File: src/design/sfs_pkg.sv
// Shared request/response types and codes for the sprite frame sequencer.
package sfs_pkg;

  localparam logic [1:0] OP_ADD    = 2'd0;
  localparam logic [1:0] OP_REMOVE = 2'd1;
  localparam logic [1:0] OP_TICK   = 2'd2;

  localparam logic [1:0] KIND_ADD    = 2'd0;
  localparam logic [1:0] KIND_REMOVE = 2'd1;
  localparam logic [1:0] KIND_FRAME  = 2'd2;
  localparam logic [1:0] KIND_DONE   = 2'd3;

  localparam logic [1:0] MODE_LOOP     = 2'd1;
  localparam logic [1:0] MODE_PINGPONG = 2'd2;

  typedef struct packed {
    logic [1:0]  op;
    logic [15:0] entity;
    logic [8:0]  frame_total;
    logic [15:0] frame_period;
    logic [1:0]  play_mode;
    logic [15:0] target_id;
    logic [15:0] elapsed_ms;
  } sfs_req_t;

  typedef struct packed {
    logic [1:0]  kind;
    logic        ok;
    logic [15:0] anim_id;
    logic [15:0] out_entity;
    logic [7:0]  frame_index;
    logic        last;
  } sfs_rsp_t;

endpackage

File: src/design/sprite_frame_sequencer_top.sv
// Sprite frame sequencer: channel table walked by one slot sequencer over a slot memory.
// Add: reply registered from the add state. Remove: valid slots read and ids compared
// (free slots skipped) until one matches, then the remove reply. Tick: valid slots read,
// summed, checked, stepped (a once channel that ends is freed at the check), free slots
// skipped, then the done reply. One request in flight, next taken in the cycle after the last
// response loads; rsp stalls hold the walk. Sync rst clears slot valid, next id, rsp_valid.
module sprite_frame_sequencer_top import sfs_pkg::*; #(
  parameter int CHANNELS   = 8,
  parameter int MAX_FRAMES = 256
) (
  input  logic     clk,
  input  logic     rst,
  input  logic     req_valid,
  output logic     req_ready,
  input  sfs_req_t req,
  output logic     rsp_valid,
  input  logic     rsp_ready,
  output sfs_rsp_t rsp
);

  localparam int         PW      = (CHANNELS > 1) ? $clog2(CHANNELS) : 1;
  localparam logic [8:0] MAX_CNT = 9'(MAX_FRAMES);
  localparam logic [PW-1:0] LAST_SLOT = PW'(CHANNELS - 1);

  typedef struct packed {
    logic [15:0] id;
    logic [15:0] entity;
    logic [8:0]  count;
    logic [15:0] period;
    logic [1:0]  mode;
    logic [31:0] accum;
    logic [9:0]  frame;
    logic        rising;
  } slot_t;

  typedef enum logic [7:0] {
    S_IDLE = 8'b0000_0001,
    S_ADD  = 8'b0000_0010,
    S_RD   = 8'b0000_0100,
    S_CMP  = 8'b0000_1000,
    S_SUM  = 8'b0001_0000,
    S_CHK  = 8'b0010_0000,
    S_STEP = 8'b0100_0000,
    S_FIN  = 8'b1000_0000
  } state_t;

  slot_t mem [CHANNELS];
  slot_t rd_data;
  slot_t wr_data;
  logic          wr_en;
  logic [PW-1:0] wr_addr;

  state_t        state, state_next;
  logic [PW-1:0] ptr, ptr_next;
  logic          found, found_next;
  sfs_req_t      req_q;
  logic [32:0]   sum_q, sum_next;
  logic [31:0]   acc_q, acc_next;
  logic [9:0]    frm_q, frm_next;
  logic          ris_q, ris_next;
  logic [15:0]   next_id, next_id_next;
  logic [CHANNELS-1:0] slot_valid, slot_valid_next;
  logic          rsp_load;
  sfs_rsp_t      rsp_data;

  logic          rsp_free;
  logic          last_slot;
  logic          any_free;
  logic [PW-1:0] free_idx;
  logic [8:0]    cnt_in;
  logic signed [9:0] top;
  logic          ge;
  logic          gt;
  logic [9:0]    frm_step;

  assign req_ready = (state == S_IDLE);
  assign rsp_free  = !rsp_valid || rsp_ready;
  assign last_slot = (ptr == LAST_SLOT);
  assign any_free  = !(&slot_valid);

  always_comb begin
    free_idx = '0;
    for (int i = CHANNELS - 1; i >= 0; i--) begin
      if (!slot_valid[i]) free_idx = PW'(i);
    end
  end

  assign cnt_in = (req_q.frame_total == 9'd0) ? 9'd1 :
                  (req_q.frame_total > MAX_CNT) ? MAX_CNT : req_q.frame_total;
  assign top = $signed({1'b0, rd_data.count}) - 10'sd1;
  assign ge  = (sum_q >= {17'd0, rd_data.period});
  assign gt  = (acc_q > {16'd0, rd_data.period});

  always_comb begin
    frm_step = frm_q;
    if (ris_q) begin
      if ($signed(frm_q) < top) frm_step = frm_q + 10'd1;
    end else begin
      if ($signed(frm_q) > 10'sd0) frm_step = frm_q - 10'd1;
    end
  end

  always_comb begin
    state_next      = state;
    ptr_next        = ptr;
    found_next      = found;
    sum_next        = sum_q;
    acc_next        = acc_q;
    frm_next        = frm_q;
    ris_next        = ris_q;
    next_id_next    = next_id;
    slot_valid_next = slot_valid;
    rsp_load        = 1'b0;
    rsp_data        = '0;
    wr_en           = 1'b0;
    wr_addr         = ptr;
    wr_data         = rd_data;
    unique case (state)
      S_IDLE: begin
        if (req_valid) begin
          ptr_next   = '0;
          found_next = 1'b0;
          case (req.op)
            OP_ADD:              state_next = S_ADD;
            OP_REMOVE, OP_TICK:  state_next = S_RD;
            default:             state_next = S_IDLE;
          endcase
        end
      end
      S_ADD: begin
        if (rsp_free) begin
          rsp_load      = 1'b1;
          rsp_data.kind = KIND_ADD;
          rsp_data.last = 1'b1;
          if (any_free) begin
            wr_en          = 1'b1;
            wr_addr        = free_idx;
            wr_data.id     = next_id;
            wr_data.entity = req_q.entity;
            wr_data.count  = cnt_in;
            wr_data.period = req_q.frame_period;
            wr_data.mode   = req_q.play_mode;
            wr_data.accum  = '0;
            wr_data.frame  = '0;
            wr_data.rising = 1'b1;
            slot_valid_next[free_idx] = 1'b1;
            rsp_data.ok      = 1'b1;
            rsp_data.anim_id = next_id;
            next_id_next     = next_id + 16'd1;
          end
          state_next = S_IDLE;
        end
      end
      S_RD: begin
        if (slot_valid[ptr]) begin
          state_next = (req_q.op == OP_REMOVE) ? S_CMP : S_SUM;
        end else if (last_slot) begin
          state_next = S_FIN;
        end else begin
          ptr_next = ptr + 1'b1;
        end
      end
      S_CMP: begin
        if (rd_data.id == req_q.target_id) begin
          slot_valid_next[ptr] = 1'b0;
          found_next           = 1'b1;
          state_next           = S_FIN;
        end else if (last_slot) begin
          state_next = S_FIN;
        end else begin
          ptr_next   = ptr + 1'b1;
          state_next = S_RD;
        end
      end
      S_SUM: begin
        sum_next   = {1'b0, rd_data.accum} + {17'd0, req_q.elapsed_ms};
        state_next = S_CHK;
      end
      S_CHK: begin
        acc_next   = sum_q[32] ? 32'hFFFF_FFFF : sum_q[31:0];
        frm_next   = rd_data.frame;
        ris_next   = rd_data.rising;
        state_next = S_STEP;
        if (($signed(rd_data.frame) == top) && rd_data.rising && ge) begin
          if (rd_data.mode == MODE_LOOP) begin
            frm_next = 10'h3FF;
          end else if (rd_data.mode == MODE_PINGPONG) begin
            ris_next = 1'b0;
          end else begin
            slot_valid_next[ptr] = 1'b0;
            if (last_slot) begin
              state_next = S_FIN;
            end else begin
              ptr_next   = ptr + 1'b1;
              state_next = S_RD;
            end
          end
        end else if ((rd_data.frame == 10'd0) && !rd_data.rising && ge) begin
          ris_next = 1'b1;
        end
      end
      S_STEP: begin
        if (!gt || rsp_free) begin
          wr_en          = 1'b1;
          wr_data.accum  = gt ? (acc_q - {16'd0, rd_data.period}) : acc_q;
          wr_data.frame  = gt ? frm_step : frm_q;
          wr_data.rising = ris_q;
          if (gt) begin
            rsp_load             = 1'b1;
            rsp_data.kind        = KIND_FRAME;
            rsp_data.ok          = 1'b1;
            rsp_data.anim_id     = rd_data.id;
            rsp_data.out_entity  = rd_data.entity;
            rsp_data.frame_index = frm_step[7:0];
          end
          if (last_slot) begin
            state_next = S_FIN;
          end else begin
            ptr_next   = ptr + 1'b1;
            state_next = S_RD;
          end
        end
      end
      S_FIN: begin
        if (rsp_free) begin
          rsp_load      = 1'b1;
          rsp_data.last = 1'b1;
          if (req_q.op == OP_REMOVE) begin
            rsp_data.kind    = KIND_REMOVE;
            rsp_data.ok      = found;
            rsp_data.anim_id = req_q.target_id;
          end else begin
            rsp_data.kind = KIND_DONE;
            rsp_data.ok   = 1'b1;
          end
          state_next = S_IDLE;
        end
      end
      default: state_next = S_IDLE;
    endcase
  end

  always_ff @(posedge clk) begin
    if (wr_en) mem[wr_addr] <= wr_data;
    rd_data <= mem[ptr];
  end

  always_ff @(posedge clk) begin
    if (rst) begin
      state      <= S_IDLE;
      slot_valid <= '0;
      next_id    <= '0;
      rsp_valid  <= 1'b0;
    end else begin
      state      <= state_next;
      slot_valid <= slot_valid_next;
      next_id    <= next_id_next;
      if (rsp_load) begin
        rsp_valid <= 1'b1;
      end else if (rsp_ready) begin
        rsp_valid <= 1'b0;
      end
    end
  end

  always_ff @(posedge clk) begin
    ptr   <= ptr_next;
    found <= found_next;
    sum_q <= sum_next;
    acc_q <= acc_next;
    frm_q <= frm_next;
    ris_q <= ris_next;
    if (req_valid && req_ready) req_q <= req;
    if (rsp_load) rsp <= rsp_data;
  end

endmodule

File: config.mk
export PLATFORM = sky130hd
export DESIGN_NAME = sprite_frame_sequencer_top
export DESIGN_NICKNAME = d
export VERILOG_FILES = /design/src/design/sfs_pkg.sv /design/src/design/sprite_frame_sequencer_top.sv
export SDC_FILE = /design/constraint.sdc
export NUM_CORES = 1
export LEC_CHECK = 0
export ABC_AREA = 1
export BUFFER_PORTS_ARGS = -buffer_cell sky130_fd_sc_hd__buf_4
export CORE_MARGIN = 5
export CORE_UTILIZATION = 45
export CTS_CLUSTER_SIZE = 16
export DETAILED_ROUTE_END_ITERATION = 10
export HOLD_SLACK_MARGIN = 0.03
export SLEW_MARGIN = 5
export SYNTH_ARGS = -nofsm -noshare
export SYNTH_HDL_FRONTEND = slang
export SYNTH_SLANG_ARGS = --single-unit
File: constraint.sdc
create_clock -name clk -period 9.5 [get_ports clk]
set_clock_uncertainty 0.1 [all_clocks]
set_input_delay 0.95 -clock clk [delete_from_list [all_inputs] [get_ports clk]]
set_output_delay 0.95 -clock clk [all_outputs]
set_load 0.005 [all_outputs]
==> results.md <==
* Outcome: completed
* Leakage at 18.5 nW
* Post-Layout Cell Count at 5136
* Initial antenna violation count at 2
* Setup Crit Path Kind: flip-flop to flip-flop
* Antenna-violating nets left at 0
* Row count at 117
* DP HPWL at 70800 microns
* CP top delay family: simple AND/OR/NAND/NOR gates
* Core Footprint at 101000 sq um
* Fin crit period at 5.66 ns
* TritonCTS Buffers at 116
* Data arrival, critical path at 5.87 ns
* Seq pwr share at 44.8%
* Hold Fails Final Rpt at 0
* Final core occ at 51.7%
* Peak VDD IR at 0.000178 V
* Sw Ratio at 32.1%
* Async S/R FF share, synth at 0%
* Clock root cell: clkbuf_16
* Yosys top cell area share at 66.6%
* Maxcap violations at 0
* Worst-path maximum fanout at 53
* Post-CTS Setup Inserts at 0
* TritonCTS clock tree: yes
* H-tree Lvls at 3
* Clk pwr share at 30.4%
* P&R area growth vs syn at 14.3%
* Setup TNS Final at 0 ns
* Global-route wire length before repair at 178000 microns
* Critical Path End Type: flip-flop
* Hold WC Path Type: input pin to flip-flop
* Period utilisation layout at 59.5%
* Synth area leader: edfxtp_1
* Unrepaired setup endpoints after global routing: false
* Vias/cell at 5.58
* Syn nets at 3658
* Prevailing post-synth register cell: edfxtp_1
* Worst-Margin Slew at 1.44 ns
* Sequential share of the synthesized area at 72.5%
* Clock latency on the worst-skew pair at 0.70 ns
* Power Dens Cells at 293 nW/um^2
* Int Pwr at 0.0104 W
* Worst stage delay on the critical path at 0.89 ns
* Most frequent CP cell: nand2_2
* Most common cell in the netlist: edfxtp_1
* Die H at 329 microns
* # IOs at 127
* Final Routed Wirelength at 119000 microns
* Initial DRC count at 3074
* Die W at 329 microns
* Peak Freq at 177 MHz
* Relative slew slack at 2.86%
* Grt ovf at 0
* Initial Utilization at 45.2%
* Syn_area_per_cell at 13.1 sq um
* Slew Limit Fails at 0
* Gr usage total at 21.6%
* Post-synth top cells: edfxtp_1, nand2_1, inv_1
* Worst path cell trace: ha_1, inv_1, fa_1, nand3_1, nand2_1, a21oi_2, o21ai_2, nand2_1, nand3_1, nand2_2, nor2_4, clkinv_2, nand2_2, nand2_2, nand3_2, nor2_4, buf_4
* Slowest-stage cell, CP: buf_4
* Largest net degree at the start of global routing at 104
* Top cells by area, synth: edfxtp_1, dfxtp_1, nand2_1
* Share of cells above drive strength 1 at 11.5%
* Final GP Congestion at 0.934
* Number of port buffers at 126
* Synthesized instance count at 3509
* CTS resizes at 0
* Inst Count DP at 4915
* Net Switching at 0.00494 W
* Hold buffers post-CTS at 0
* Startpoint Class: flip-flop
* Hold_ws at 0.323 ns
* Vias at 28700
* Synthesized area at 45900 sq um
* DRC at 0
* Buf/Inv on CP at 3
* Drt wl/cell at 23.1 microns
* Flops & latches, synth at 1152
* Post-synth EDFFs at 1017
* Die Area at 108000 sq um
* Vias in the first global route at 28400
* Clock transition at path regs at 0.06 ns
* # setup viols final at 0
* Clock tree buffer depth at 3
* Required time worst endpoint at 9.71 ns
* Unique masters post-synth at 59
* DR pass1 iterations at 5
* Final nets at 3814
* Comb power frac at 24.8%
* CTS sink count at 1152
* Yosys warns at 0
[layout by cell type (no fill, tap or decap), types with 12 or more instances in the layout]
cell,instances
xnor2_1,22
o22ai_1,14
edfxtp_1,1017
clkinv_2,20
nor2_1,173
a221oi_1,89
bufinv_16,12
nor3_1,32
nand2_1,663
nand3_1,92
nor2_4,12
clkbuf_16,116
o211ai_1,23
a21oi_1,94
or2_2,28
buf_4,163
inv_1,263
clkbuf_8,21
a22oi_1,123
xor2_1,51
ha_1,66
nand4_1,121
dfxtp_1,135
nor4_1,17
clkbuf_1,32
o21ai_0,147
a22o_1,83
[through the flow]
stage	cell area, sq um	total power, W	setup slack [ns]
floorplan	45900	0.00934	2.28
global placement	48500	0.0108	3.63
detailed placement	48500	0.0108	3.55
CTS	52400	0.0155	3.88
global route	52400	0.0161	3.54
finish	52400	0.0154	3.84
[registers in the layout, summed over array words and instances, names as in the netlist]
| signal | count |
|---|---|
| rsp | 44 |
| ris_q | 1 |
| frm_q | 10 |
| found | 1 |
| state | 8 |
| req_q | 77 |
| acc_q | 32 |
| slot_valid | 8 |
| rsp_valid | 1 |
| sum_q | 33 |
| next_id | 16 |
| ptr | 3 |
| rd_data | 102 |
| mem | 816 |
[final timing paths]
check,startpoint,end,slack [ns],cells after the start
setup / recovery,rd_data[45],mem[5][12],3.84,17
hold / removal,req[71],req_q[71],0.32,1
setup reg to reg,rd_data[45],mem[5][12],3.84,17
hold reg to reg,mem[3][16],rd_data[16],0.36,2
[logic make-up after synthesis]
logic type	Yosys count	share of synthesized area, %
AO/OA/AOI/OAI	635	9.53
XOR/XNOR	73	1.39
adder cells (fa/ha/maj)	68	1.89
buffers and inverters	404	3.38
flip-flops	1152	72.5
AND/OR/NAND/NOR	1177	11.3
[area by class of cell]
class                           instances  area (sq um)
Fill cell                            8543         49000
Sequential cell                      1152         33200
Multi-Input combinational cell       1953         11200
Clock buffer                          169          3310
Tap cell                             1368          1710
Timing Repair Buffer                  167          1300
Inverter                              275          1040
Clock inverter                         51           638
Antenna cell                            1          2.50
[routing by layer]
metal / vias to the layer above / global-route usage (%) / share of wire (%)
met5: - / 0 / 0
met4: 0 / 5.54 / 2.5
met3: 203 / 4.45 / 7.5
met2: 1030 / 34.5 / 46
met1: 14200 / 30.6 / 44
li1: 13200 / - / -
[power groups by stage]
stage                     clock [W]  combinational, W  sequential [W]
after detailed placement          0           0.00382         0.00699
after global placement            0           0.00377         0.00699
after floorplan                   0           0.00248         0.00686
final                       0.00467           0.00382         0.00689
after global routing        0.00498           0.00423         0.00693
after CTS                   0.00475           0.00384         0.00689
No activity file was read; power rests on OpenSTA's default activity.
